===== src/sv/sha512mp_pkg.sv =====
`default_nettype none

package sha512mp_pkg;

    // width of the saturating byte counter
    localparam int COUNT_BITS = 61;

    localparam int WORD_BITS = 64;
    localparam int BUF_BITS  = 56;
    localparam int FILL_BITS = 3;
    localparam int POS_BITS  = 8;

    // padding constants
    localparam logic [7:0]           PAD_MARK      = 8'h80;
    localparam logic [7:0]           PAD_ZERO      = 8'h00;
    localparam logic [POS_BITS-1:0]  LEN_POS       = 8'd112;
    localparam logic [POS_BITS-1:0]  LEN_POS_NEXT  = 8'd240;
    localparam logic [FILL_BITS-1:0] FILL_LAST     = 3'd7;
    // counter bits [6:3] that put a full word at position 104
    localparam logic [3:0]           OVF_GROUP     = 4'd13;

    // controller to datapath commands
    typedef struct packed {
        logic load_in;
        logic push_pad;
        logic pad_mark;
        logic emit_hi;
        logic emit_lo;
    } t_cmd;

    // datapath to controller status
    typedef struct packed {
        logic slot_free;
        logic pad_last;
    } t_status;

endpackage

`default_nettype wire


===== src/sv/sha512mp_ifs.sv =====
`default_nettype none

// input channel: one message byte per word
interface sha512mp_in_if;
    logic       valid;
    logic       ready;
    logic [7:0] msg_byte;
    logic       byte_present;
    logic       end_of_msg;

    modport source (output valid, output msg_byte, output byte_present,
                    output end_of_msg, input ready);
    modport sink   (input valid, input msg_byte, input byte_present,
                    input end_of_msg, output ready);
endinterface

// output channel: one padded 64-bit word per word
interface sha512mp_out_if;
    logic        valid;
    logic        ready;
    logic [63:0] padded_word;
    logic        final_word;

    modport source (output valid, output padded_word, output final_word,
                    input ready);
    modport sink   (input valid, input padded_word, input final_word,
                    output ready);
endinterface

`default_nettype wire


===== src/sv/sha512mp_ctrl.sv =====
`default_nettype none

module sha512mp_ctrl (
    input  wire logic                 i_clk,
    input  wire logic                 i_rst_n,
    input  wire logic                 i_in_valid,
    input  wire logic                 i_end_of_msg,
    output logic                      o_in_ready,
    input  wire sha512mp_pkg::t_status i_st,
    output sha512mp_pkg::t_cmd        o_cmd
);

    typedef enum logic [1:0] {
        S_IDLE,
        S_PAD,
        S_LEN_HI,
        S_LEN_LO
    } t_state;

    t_state r_state;
    t_state n_state;
    logic   r_first;
    logic   n_first;
    logic   accept;

    // command decode
    always_comb begin
        o_cmd      = '0;
        o_in_ready = 1'b0;
        n_state    = r_state;
        n_first    = r_first;
        accept     = i_in_valid && i_st.slot_free;
        unique case (r_state)
            S_IDLE: begin
                o_in_ready    = i_st.slot_free;
                o_cmd.load_in = accept;
                if (accept && i_end_of_msg) begin
                    n_state = S_PAD;
                    n_first = 1'b1;
                end
            end
            S_PAD: begin
                o_cmd.push_pad = i_st.slot_free;
                o_cmd.pad_mark = r_first;
                if (i_st.slot_free) begin
                    n_first = 1'b0;
                    if (i_st.pad_last) begin
                        n_state = S_LEN_HI;
                    end
                end
            end
            S_LEN_HI: begin
                o_cmd.emit_hi = i_st.slot_free;
                if (i_st.slot_free) begin
                    n_state = S_LEN_LO;
                end
            end
            S_LEN_LO: begin
                o_cmd.emit_lo = i_st.slot_free;
                if (i_st.slot_free) begin
                    n_state = S_IDLE;
                end
            end
            default: begin
                n_state = S_IDLE;
            end
        endcase
    end

    // state register
    always_ff @(posedge i_clk) begin
        if (!i_rst_n) begin
            r_state <= S_IDLE;
            r_first <= 1'b0;
        end else begin
            r_state <= n_state;
            r_first <= n_first;
        end
    end

endmodule

`default_nettype wire


===== src/sv/sha512mp_dp.sv =====
`default_nettype none

module sha512mp_dp (
    input  wire logic                 i_clk,
    input  wire logic                 i_rst_n,
    input  wire logic [7:0]           i_msg_byte,
    input  wire logic                 i_byte_present,
    input  wire logic                 i_end_of_msg,
    input  wire logic                 i_out_ready,
    output logic                      o_out_valid,
    output logic [63:0]               o_padded_word,
    output logic                      o_final_word,
    input  wire sha512mp_pkg::t_cmd   i_cmd,
    output sha512mp_pkg::t_status     o_st
);

    localparam int CB = sha512mp_pkg::COUNT_BITS;
    localparam int PB = sha512mp_pkg::POS_BITS;
    localparam int FB = sha512mp_pkg::FILL_BITS;
    localparam int BB = sha512mp_pkg::BUF_BITS;
    localparam int WB = sha512mp_pkg::WORD_BITS;

    logic [CB-1:0] r_count, n_count;
    logic [BB-1:0] r_buf, n_buf;
    logic [FB-1:0] r_fill, n_fill;
    logic [PB-1:0] r_pos, n_pos;
    logic          r_tgt_hi, n_tgt_hi;
    logic          r_out_valid, n_out_valid;
    logic [WB-1:0] r_out_word, n_out_word;
    logic          r_out_final, n_out_final;

    logic          slot_free;
    logic          ovf;
    logic          push_en;
    logic [7:0]    push_val;
    logic          word_full;
    logic          cnt_inc;
    logic [PB-1:0] tgt;

    assign slot_free = !r_out_valid || i_out_ready;
    assign tgt       = r_tgt_hi ? sha512mp_pkg::LEN_POS_NEXT : sha512mp_pkg::LEN_POS;

    // end byte that would complete the word at position 104 is dropped
    assign ovf = i_end_of_msg && (r_fill == sha512mp_pkg::FILL_LAST)
                 && (r_count[6:3] == sha512mp_pkg::OVF_GROUP);

    // byte push source select
    always_comb begin
        push_en  = 1'b0;
        push_val = sha512mp_pkg::PAD_ZERO;
        if (i_cmd.load_in) begin
            push_en  = i_byte_present && !ovf;
            push_val = i_msg_byte;
        end else if (i_cmd.push_pad) begin
            push_en  = 1'b1;
            push_val = i_cmd.pad_mark ? sha512mp_pkg::PAD_MARK : sha512mp_pkg::PAD_ZERO;
        end
        word_full = push_en && (r_fill == sha512mp_pkg::FILL_LAST);
        cnt_inc   = i_cmd.load_in && push_en && (r_count != {CB{1'b1}});
    end

    // packing, counting and position tracking
    always_comb begin
        n_fill   = push_en ? r_fill + FB'(1) : r_fill;
        n_buf    = r_buf;
        if (push_en) begin
            n_buf = word_full ? '0 : {r_buf[BB-9:0], push_val};
        end
        n_count  = r_count + CB'(cnt_inc);
        n_pos    = r_pos;
        n_tgt_hi = r_tgt_hi;
        if (i_cmd.load_in) begin
            n_pos    = {1'b0, n_count[6:3], n_fill};
            n_tgt_hi = (n_pos >= sha512mp_pkg::LEN_POS);
        end else if (i_cmd.push_pad) begin
            n_pos = r_pos + PB'(1);
        end
        if (i_cmd.emit_lo) begin
            n_count = '0;
            n_fill  = '0;
            n_buf   = '0;
        end
    end

    // output word register
    always_comb begin
        n_out_valid = r_out_valid && !i_out_ready;
        n_out_word  = r_out_word;
        n_out_final = r_out_final;
        if (word_full) begin
            n_out_valid = 1'b1;
            n_out_word  = {r_buf, push_val};
            n_out_final = 1'b0;
        end else if (i_cmd.emit_hi) begin
            n_out_valid = 1'b1;
            n_out_word  = '0;
            n_out_final = 1'b0;
        end else if (i_cmd.emit_lo) begin
            n_out_valid = 1'b1;
            n_out_word  = WB'({r_count, 3'b000});
            n_out_final = 1'b1;
        end
    end

    always_ff @(posedge i_clk) begin
        if (!i_rst_n) begin
            r_count     <= '0;
            r_fill      <= '0;
            r_buf       <= '0;
            r_out_valid <= 1'b0;
        end else begin
            r_count     <= n_count;
            r_fill      <= n_fill;
            r_buf       <= n_buf;
            r_out_valid <= n_out_valid;
        end
        r_pos       <= n_pos;
        r_tgt_hi    <= n_tgt_hi;
        r_out_word  <= n_out_word;
        r_out_final <= n_out_final;
    end

    assign o_out_valid   = r_out_valid;
    assign o_padded_word = r_out_word;
    assign o_final_word  = r_out_final;
    assign o_st.slot_free = slot_free;
    assign o_st.pad_last  = (r_pos + PB'(1)) == tgt;

    // a completed word only lands in a free output slot
    a_word_slot: assert property (@(posedge i_clk) disable iff (!i_rst_n)
        word_full |-> slot_free)
        else $error("word completed while output slot busy");

    // padding never runs past the length position
    a_pos_bound: assert property (@(posedge i_clk) disable iff (!i_rst_n)
        i_cmd.push_pad |-> r_pos < tgt)
        else $error("padding past length position");

    // length words start on a word boundary
    a_len_aligned: assert property (@(posedge i_clk) disable iff (!i_rst_n)
        i_cmd.emit_hi |-> r_fill == '0)
        else $error("length word not aligned");

    // state is cleared after the final word
    a_clear: assert property (@(posedge i_clk) disable iff (!i_rst_n)
        i_cmd.emit_lo |=> (r_count == '0) && (r_fill == '0) && r_out_final)
        else $error("state not cleared after final word");

endmodule

`default_nettype wire


===== src/sv/sha512mp_ctrl_unused_guard.sv =====
`default_nettype none

// consistency checker on the top-level ports only
module sha512mp_ctrl_unused_guard (
    input wire logic        i_clk,
    input wire logic        i_rst_n,
    input wire logic        i_in_valid,
    input wire logic        i_in_ready,
    input wire logic        i_in_end,
    input wire logic        i_out_valid,
    input wire logic        i_out_ready,
    input wire logic        i_out_final
);

    // an ending word stops intake until the final word is taken
    a_end_blocks: assert property (@(posedge i_clk) disable iff (!i_rst_n)
        i_in_valid && i_in_ready && i_in_end |=> !i_in_ready)
        else $error("intake open right after end of message");

    // intake stays closed while the final word is on offer and stalled
    a_final_blocks: assert property (@(posedge i_clk) disable iff (!i_rst_n)
        i_out_valid && i_out_final |-> !i_in_ready || i_out_ready)
        else $error("intake during final word");

    // a stalled output word stays valid and keeps its final flag
    a_hold: assert property (@(posedge i_clk) disable iff (!i_rst_n)
        i_out_valid && !i_out_ready |=> i_out_valid && $stable(i_out_final))
        else $error("stalled output word dropped");

endmodule

`default_nettype wire


===== src/sv/sha512_message_padder_core.sv =====
// SHA-512 message padder. Message bytes enter one per word on the input
// channel and are packed big-endian into 64-bit words, each sent on the
// output channel when full; intake waits while the output slot is busy.
// A word with end_of_msg set (with or without a byte) starts padding: 0x80
// and zero bytes are packed one byte per cycle while the output slot is
// free, up to byte 112 of the 128-byte block, or of the next block when
// the message leaves no room there; then the 128-bit bit length follows as
// two words, high half first, and final_word marks the low half. Intake
// is closed during padding and length. An end byte that would complete a
// word at block position 104 is dropped so that its padding ends in the
// same block. The byte counter is COUNT_BITS wide and saturates. Reset is
// synchronous, active low.
`default_nettype none

module sha512_message_padder_core (
    input  wire logic        i_clk,
    input  wire logic        i_rst_n,
    sha512mp_in_if.sink      i_in,
    sha512mp_out_if.source   o_out
);

    sha512mp_pkg::t_cmd    cmd;
    sha512mp_pkg::t_status st;

    sha512mp_ctrl u_ctrl (
        .i_clk        (i_clk),
        .i_rst_n      (i_rst_n),
        .i_in_valid   (i_in.valid),
        .i_end_of_msg (i_in.end_of_msg),
        .o_in_ready   (i_in.ready),
        .i_st         (st),
        .o_cmd        (cmd)
    );

    sha512mp_dp u_dp (
        .i_clk          (i_clk),
        .i_rst_n        (i_rst_n),
        .i_msg_byte     (i_in.msg_byte),
        .i_byte_present (i_in.byte_present),
        .i_end_of_msg   (i_in.end_of_msg),
        .i_out_ready    (o_out.ready),
        .o_out_valid    (o_out.valid),
        .o_padded_word  (o_out.padded_word),
        .o_final_word   (o_out.final_word),
        .i_cmd          (cmd),
        .o_st           (st)
    );

    sha512mp_ctrl_unused_guard u_chk (
        .i_clk       (i_clk),
        .i_rst_n     (i_rst_n),
        .i_in_valid  (i_in.valid),
        .i_in_ready  (i_in.ready),
        .i_in_end    (i_in.end_of_msg),
        .i_out_valid (o_out.valid),
        .i_out_ready (o_out.ready),
        .i_out_final (o_out.final_word)
    );

endmodule

`default_nettype wire


===== src/flat_wrapper.sv =====
// flat-port wrapper written by rule: the top's interface ports become plain ports
module sha512_message_padder_core_flat 
  (i_clk, i_rst_n, i_in_valid, i_in_msg_byte, i_in_byte_present, i_in_end_of_msg, i_in_ready, o_out_valid, o_out_padded_word, o_out_final_word, o_out_ready);
  sha512mp_in_if i_in_i ();
  sha512mp_out_if o_out_i ();
  input  wire logic i_clk;
  input  wire logic i_rst_n;
  input wire logic [$bits(i_in_i.valid)-1:0] i_in_valid;
  input wire logic [$bits(i_in_i.msg_byte)-1:0] i_in_msg_byte;
  input wire logic [$bits(i_in_i.byte_present)-1:0] i_in_byte_present;
  input wire logic [$bits(i_in_i.end_of_msg)-1:0] i_in_end_of_msg;
  output wire logic [$bits(i_in_i.ready)-1:0] i_in_ready;
  output wire logic [$bits(o_out_i.valid)-1:0] o_out_valid;
  output wire logic [$bits(o_out_i.padded_word)-1:0] o_out_padded_word;
  output wire logic [$bits(o_out_i.final_word)-1:0] o_out_final_word;
  input wire logic [$bits(o_out_i.ready)-1:0] o_out_ready;
  assign i_in_i.valid = i_in_valid;
  assign i_in_i.msg_byte = i_in_msg_byte;
  assign i_in_i.byte_present = i_in_byte_present;
  assign i_in_i.end_of_msg = i_in_end_of_msg;
  assign i_in_ready = i_in_i.ready;
  assign o_out_valid = o_out_i.valid;
  assign o_out_padded_word = o_out_i.padded_word;
  assign o_out_final_word = o_out_i.final_word;
  assign o_out_i.ready = o_out_ready;
  sha512_message_padder_core u_core (.i_clk(i_clk), .i_rst_n(i_rst_n), .i_in(i_in_i), .o_out(o_out_i));
endmodule

===== config.mk =====
export PLATFORM = sky130hd
export DESIGN_NAME = sha512_message_padder_core_flat
export DESIGN_NICKNAME = d
export VERILOG_FILES = /design/src/sv/sha512mp_pkg.sv /design/src/sv/sha512mp_ifs.sv /design/src/sv/sha512mp_ctrl.sv /design/src/sv/sha512mp_dp.sv /design/src/sv/sha512mp_ctrl_unused_guard.sv /design/src/sv/sha512_message_padder_core.sv /design/src/flat_wrapper.sv
export SDC_FILE = /design/constraint.sdc
export NUM_CORES = 1
export LEC_CHECK = 0
export BUFFER_PORTS_ARGS = -buffer_cell sky130_fd_sc_hd__buf_2
export CAP_MARGIN = 20
export CORE_MARGIN = 2
export CORE_UTILIZATION = 64
export CTS_BUF_LIST = sky130_fd_sc_hd__clkbuf_4 sky130_fd_sc_hd__clkbuf_8 sky130_fd_sc_hd__clkbuf_16
export DETAILED_ROUTE_END_ITERATION = 16
export PLACE_DENSITY = 0.89
export SLEW_MARGIN = 20
export SYNTH_ARGS = -nofsm -noshare
export SYNTH_HDL_FRONTEND = slang
export SYNTH_SLANG_ARGS = --single-unit

===== constraint.sdc =====
create_clock -name i_clk -period 5.7 [get_ports i_clk]
set_input_delay 0.57 -clock i_clk [delete_from_list [all_inputs] [get_ports i_clk]]
set_output_delay 0.57 -clock i_clk [all_outputs]
set_load 0.1 [all_outputs]

### Word-level counts from Yosys, hierarchy flattened

Index checks and enable logic that the tools add are counted.

* $lt $le $gt $ge: 1
* bitwise gates (word level): 1
* mux-type cells: 30
* equal/unequal tests: 12
* $add $sub $neg: 3
* reduce and logical (&&, ||, !) cells: 21

Operators with widths (number)
* $mux W64: 3
* $add A61 B1 Y61: 1
* $ne A61 B61 Y1 const B: 1
* $mux W56: 1
* $mux W8: 4
* $mux W7: 2
* $mux W2: 6
* $mux W1: 11
* $logic_and A1 B1 Y1: 9
* $add A8 B1 Y8 const B: 1
* $eq A8 B8 Y1: 1
* $ne A2 B2 Y1 const B: 4
* $pmux W2 S4: 1
* $ge A7 B7 Y1 const B: 1
* $reduce_and A5 Y1: 1
* $eq A2 B2 Y1 const B: 2
* $eq A4 B4 Y1 const B: 1
* $reduce_bool A2 Y1: 2
* $reduce_or A2 Y1: 2
* $add A3 B1 Y3 const B: 1
* $eq A3 B3 Y1 const B: 1
* $logic_not A1 Y1: 3
* $mux W3: 1
* $reduce_and A3 Y1: 1
* other kinds (7): 7

* bits in registers: 198
* bits of input ports: 14
* logic and storage cells: 79
* output and inout port bits: 67

### Longest topological paths before layout

* word-level depth: 10
* gate-level depth with buffers: 16
* depth with buffers taken out: 11

### Cells and area by module

From an unflattened synthesis, not the netlist that was laid out.

* cell total of the unflattened synthesis: 994
* area, all modules: 9029.9 µm²

By module, submodules not included
* sha512mp_dp: cells an instance 965, sequential area each 4624.4 µm², instances 1, area an instance 8748.4 µm²
* sha512mp_ctrl: cells an instance 29, sequential area each 60.1 µm², instances 1, area an instance 281.5 µm²

### Least setup slack after synthesis

Ideal clock, no wire load.

* path kind: reg2reg
* from: register u_core.u_dp.r_out_valid (netlist: u_core.u_dp.o_out_valid)
* to: register u_core.u_dp.r_out_word[0] (netlist: u_core.u_dp.o_padded_word[0]) (enable)
* data required time: 5.277 ns
* setup time: 0.423 ns
* period minus slack after synthesis: 3.664 ns
* arrival time: 3.241 ns
* path slack: 2.036 ns
* buffers on the path: 1
* cell stages (with the launch flop): 8
* cell sequence: dfxtp_1 nand2b_1 clkbuf_1 nand3_1 inv_1 o22ai_1 a21oi_1 nand2_1

* longest elaborated chain between the ends: 7
* elaborated cells on any way between the ends: 11
* those cells by class: mux: 6; reduce/logical: 5

Ends and longest elaborated chain
* from (decl): line sha512mp_dp.sv:28 `logic r_out_valid, n_out_valid;`
* from (signal assigned): line sha512mp_dp.sv:115 `r_out_valid <= n_out_valid;`
* $logic_not A1 Y1 *: line sha512mp_dp.sv:40 `assign slot_free = !r_out_valid || i_out_ready;`
* $logic_or A1 B1 Y1 *: line sha512mp_dp.sv:40
* $mux W2 / $logic_and A1 B1 Y1 (equally long branches): line sha512mp_ctrl.sv:33, sha512mp_ctrl.sv:32
* $mux W1, on equally long branches: line sha512mp_dp.sv:54, sha512mp_ctrl.sv:33
* $mux W1: line sha512mp_dp.sv:51 `if (i_cmd.load_in) begin`
* $logic_and A1 B1 Y1: line sha512mp_dp.sv:58 `word_full = push_en && (r_fill == sha512mp_pkg::FILL_LAST);`
* $reduce_bool A3 Y1 (no line) *
* to (signal assigned): line sha512mp_dp.sv:119 `r_out_word <= n_out_word;`
* to (decl): line sha512mp_dp.sv:29 `logic [WB-1:0] r_out_word, n_out_word;`

Every way passes the cells marked *; elsewhere a longest branch is shown, timed or not.
A chain may end at the register's enable or synchronous reset.

### Worst setup path in the final report

* from: register u_core.u_dp.r_count[31]
* to: register u_core.u_dp.r_count[26]

* longest elaborated chain between the ends: 3

Ends and longest elaborated chain
* from (decl): line sha512mp_dp.sv:23 `logic [CB-1:0] r_count, n_count;`
* from (signal assigned): line sha512mp_dp.sv:112 `r_count <= n_count;`
* $ne A61 B61 Y1: line sha512mp_dp.sv:59 `cnt_inc = i_cmd.load_in && push_en && (r_count != {CB{1'b1}});`
* $logic_and A1 B1 Y1: line sha512mp_dp.sv:59
* $add A61 B1 Y61: line sha512mp_dp.sv:69 `n_count = r_count + CB'(cnt_inc);`

Every way passes these cells.

==> flow_results.xml <==
<?xml version="1.0" encoding="UTF-8"?>
<metrics>
  <group name="run_status">
    <metric name="status" unit="">finished clean</metric>
  </group>
  <group name="hold_path">
    <metric name="timing.hold.worst.class" unit="">input pin to register</metric>
    <metric name="hold_start" unit="">i_in_msg_byte[1]</metric>
  </group>
  <group name="die">
    <metric name="row_count" unit="">43</metric>
    <metric name="floorplan.initialDensity" unit="%">65.2</metric>
    <metric name="die-height" unit="um">122</metric>
    <metric name="io_pins" unit="">81</metric>
    <metric name="placeable_core_region" unit="um2">13800</metric>
    <metric name="die_w" unit="um">122</metric>
    <metric name="floorplan.die_area" unit="um2">15000</metric>
  </group>
  <group name="layout">
    <metric name="n_fill_cell" unit="">1027</metric>
    <metric name="areaGrowthSynthToFinish" unit="%">11.5</metric>
    <metric name="post_route_cells_drive_above_1_share" unit="%">12.7</metric>
    <metric name="layout.cells.most_common_list" unit="">133 x sky130_fd_sc_hd__nand2_1, 126 x sky130_fd_sc_hd__dfxtp_1, 89 x sky130_fd_sc_hd__a21oi_1, 88 x sky130_fd_sc_hd__nand3_1, 80 x sky130_fd_sc_hd__buf_2</metric>
    <metric name="nNetsFinal" unit="">1030</metric>
    <metric name="insertedDiodeCount" unit="">0</metric>
    <metric name="final_common_cell" unit="">sky130_fd_sc_hd__nand2_1</metric>
  </group>
  <group name="yosys">
    <metric name="yosys_register_bits" unit="">198</metric>
    <metric name="synthDistinctLibCells" unit="">53</metric>
    <metric name="ys.flop_type" unit="">sky130_fd_sc_hd__dfxtp_1</metric>
    <metric name="ys_top_cells_by_area" unit="">sky130_fd_sc_hd__dfxtp_1 28%, sky130_fd_sc_hd__edfxtp_1 24%, sky130_fd_sc_hd__nand2_1 5.6%</metric>
    <metric name="postSynthNetCount" unit="">996</metric>
    <metric name="synth_area_per_cell" unit="um2">9.23</metric>
    <metric name="yosys.area.top_type_share" unit="%">28.1</metric>
    <metric name="asyncSetResetFlopFracSynth" unit="%">0</metric>
    <metric name="netlist_area" unit="um2">8970</metric>
    <metric name="synth_area_leader_cell" unit="">sky130_fd_sc_hd__dfxtp_1</metric>
    <metric name="syn-instance-count" unit="">972</metric>
    <metric name="ys.warnings.count" unit="">0</metric>
    <metric name="synth_edf_count" unit="">72</metric>
    <metric name="synth.yosys.seq_area_share" unit="%">52.2</metric>
  </group>
  <group name="clock_tree">
    <metric name="clock-sinks" unit="">198</metric>
    <metric name="ctsResizeCount" unit="">0</metric>
    <metric name="htreeDepth" unit="">4</metric>
    <metric name="clock-root-buffer" unit="">sky130_fd_sc_hd__clkbuf_16</metric>
    <metric name="tritoncts" unit="">yes</metric>
    <metric name="cts_hold_repair.buffers" unit="">0</metric>
    <metric name="cts.repair_timing.setup_buffer_count" unit="">0</metric>
    <metric name="clk_pin_slew" unit="ns">0.07</metric>
    <metric name="cts_inserted_buffers" unit="">17</metric>
    <metric name="maximum_clock_path_buffer_count" unit="">2</metric>
    <metric name="clkLatencyLatePin" unit="ns">0.44</metric>
  </group>
  <group name="grt">
    <metric name="number_of_antenna_violations_at_the_first_check_in_global_routing" unit="">0</metric>
    <metric name="grt_pass1_vias" unit="">7222</metric>
    <metric name="grt_pass1_wl" unit="um">36100</metric>
    <metric name="grt_usage" unit="%">30.9</metric>
    <metric name="global_route.overflow_total" unit="">0</metric>
    <metric name="grt_max_degree" unit="">117</metric>
  </group>
  <group name="worst_setup_path">
    <metric name="startpoint" unit="">u_core.u_dp.r_count[31]</metric>
    <metric name="cp_data_required_time" unit="ns">6.07</metric>
    <metric name="cpLargestDelayFamily" unit="">simple AND/OR/NAND/NOR gates</metric>
    <metric name="critPathBufInv" unit="">0</metric>
    <metric name="worst_reg2reg_startpoint" unit="">u_core.u_dp.r_count[31]</metric>
    <metric name="max_stage_delay" unit="ns">0.73</metric>
    <metric name="worstSetupStartpointType" unit="">register</metric>
    <metric name="critical_path.max_fanout" unit="">25</metric>
    <metric name="timing.critical_path.slowest_stage_cell" unit="">sky130_fd_sc_hd__or4_1</metric>
    <metric name="end_kind" unit="">register</metric>
    <metric name="critical_path.cell_chain" unit="">nand4_2 &gt; or4_1 &gt; or4_1 &gt; nor4_1 &gt; nor3_1 &gt; ha_1 &gt; ha_1 &gt; nand2_1 &gt; or4_1 &gt; o21ai_0 &gt; a21oi_1</metric>
    <metric name="criticalPathCategory" unit="">register to register</metric>
    <metric name="critPathArrivalTime" unit="ns">4.59</metric>
    <metric name="critPathMostFrequentCell" unit="">sky130_fd_sc_hd__or4_1</metric>
  </group>
  <group name="sta">
    <metric name="worstMarginPinSlew" unit="ns">1.14</metric>
    <metric name="min_period" unit="ns">4.22</metric>
    <metric name="max_freq" unit="GHz">0.237</metric>
    <metric name="slew_headroom" unit="%">24.2</metric>
    <metric name="finalHoldViolCount" unit="">0</metric>
    <metric name="final-max-slew-violation-count" unit="">0</metric>
    <metric name="min_period_over_period" unit="%">74.0</metric>
    <metric name="fin_worst_skew" unit="ns">0.00668</metric>
    <metric name="final-setup-viol-count" unit="">0</metric>
    <metric name="rsz0062_at_grt" unit="">no</metric>
    <metric name="setup_tns_final" unit="ns">0</metric>
  </group>
  <group name="route">
    <metric name="vias_per_cell" unit="">6.61</metric>
    <metric name="ant_nets" unit="">0</metric>
    <metric name="remaining_drc_errors" unit="">0</metric>
    <metric name="detail_route.wirelength" unit="um">22400</metric>
    <metric name="route.detailed.wl_per_inst" unit="um">18.7</metric>
    <metric name="drt_first_iter_violations" unit="">1314</metric>
    <metric name="first_pass_iters" unit="">6</metric>
    <metric name="routed_vias" unit="">7930</metric>
  </group>
  <group name="placed_design">
    <metric name="final_weighted_congestion_in_routability_driven_placement" unit="">0.870</metric>
    <metric name="dp_hpwl" unit="um">13300</metric>
    <metric name="numPortBuffers" unit="">80</metric>
  </group>
  <group name="power">
    <metric name="leakagePower" unit="nW">3.25</metric>
    <metric name="report.power.total" unit="mW">4.59</metric>
    <metric name="power_per_cell_area" unit="nW/um2">458</metric>
    <metric name="vdd_drop_max" unit="mV">0.518</metric>
  </group>
  <group name="job">
    <metric name="cap_violations" unit="">0</metric>
  </group>
</metrics>
-- worst min-delay path, delay by kind of cell --
kind	cells	cell delay, ns
buffers and inverters	1	0.08
AOI/OAI and AO/OA	1	0.06
and+or+nand+nor	1	0.08
-- worst paths after layout --
path,end,slack (ns),cells after the start
max,u_core.u_dp.r_count[26],1.48,11
max reg2reg,u_core.u_dp.r_count[26],1.48,11
min,u_core.u_dp.r_buf[1],0.38,3
min reg2reg,u_core.u_dp.r_buf[54],0.47,2
-- kinds of logic (layout without fill, tap and decap cells) --
| family | Yosys count | after routing | share of synthesized area (%) |
|---|---|---|---|
| and+or+nand+nor | 424 | 424 | 24.9 |
| muxes | 5 | 5 | 0.558 |
| AOI/OAI and AO/OA | 215 | 215 | 13.9 |
| DFF | 198 | 198 | 52.2 |
| buffers and inverters | 88 | 135 | 3.92 |
| adders and majority gates | 10 | 10 | 1.39 |
| xor gates and xnor gates | 32 | 32 | 3.12 |
-- flip-flops by register name, summed over array words and instances (netlist names) --
register and flops:
u_core.u_dp.o_final_word 1, u_core.u_dp.r_fill 3, u_core.u_dp.r_pos 8, u_core.u_dp.o_out_valid 1
u_core.u_dp.r_buf 56, u_core.u_dp.o_padded_word 64, u_core.u_dp.r_count 61, u_core.u_ctrl.r_state 2
u_core.u_dp.r_tgt_hi 1, u_core.u_ctrl.r_first 1
-- per-stage QoR --
stage / instances / utilization (%) / setup slack, ns / hold WS, ns / instance area, um2
after floorplan: 972 / - / 2.04 / 0.432 / 8970
after global placement: 1167 / 68.3 / 1.71 / 0.443 / 9410
after detailed placement: 1167 / 68.3 / 1.56 / 0.453 / 9410
after CTS: 1199 / 72.6 / 1.58 / 0.380 / 10000
after global routing: 1199 / 72.6 / 1.14 / 0.414 / 10000
final: 1199 / 72.6 / 1.48 / 0.380 / 10000
-- where the power goes --
| part | internal (mW) | leakage (nW) | switching (mW) |
|---|---|---|---|
| registers | 1.69 | 1.70 | 0.0854 |
| clock network | 0.682 | 0.300 | 0.512 |
| logic | 0.239 | 1.25 | 1.38 |
-- routing by layer --
layer  up-vias  track usage, %  part of all wire [%]
li1       3605               -                     -
met1      3755            42.7                    41
met2       510            47.2                    46
met3        60            5.99                   9.3
met4         0            14.1                   3.0
met5         -               0                     0
-- area by class of cell --
cell class,instances,area (um2),area share [%]
Multi-Input combinational cell,686,3980,39.8
Sequential cell,198,4680,46.8
Clock buffer,26,566,5.65
Clock inverter,6,32.5,0.325
Tap cell,180,225,2.25
Timing Repair Buffer,87,453,4.53
Inverter,16,60.1,0.600
-- synthesized netlist by cell type (13+ instances only) --
library cell,n
sky130_fd_sc_hd__nand2_1,135
sky130_fd_sc_hd__inv_1,16
sky130_fd_sc_hd__nor2_1,41
sky130_fd_sc_hd__nand3_1,88
sky130_fd_sc_hd__nand4_1,17
sky130_fd_sc_hd__or4_1,28
sky130_fd_sc_hd__dfxtp_1,126
sky130_fd_sc_hd__clkbuf_1,56
sky130_fd_sc_hd__a21oi_1,89
sky130_fd_sc_hd__o21ai_0,62
sky130_fd_sc_hd__nand3b_1,49
sky130_fd_sc_hd__edfxtp_1,72
sky130_fd_sc_hd__or3_1,13
sky130_fd_sc_hd__o31ai_1,35
sky130_fd_sc_hd__xor2_1,13
sky130_fd_sc_hd__xnor2_1,19
Power figures use the tool's default switching activity.
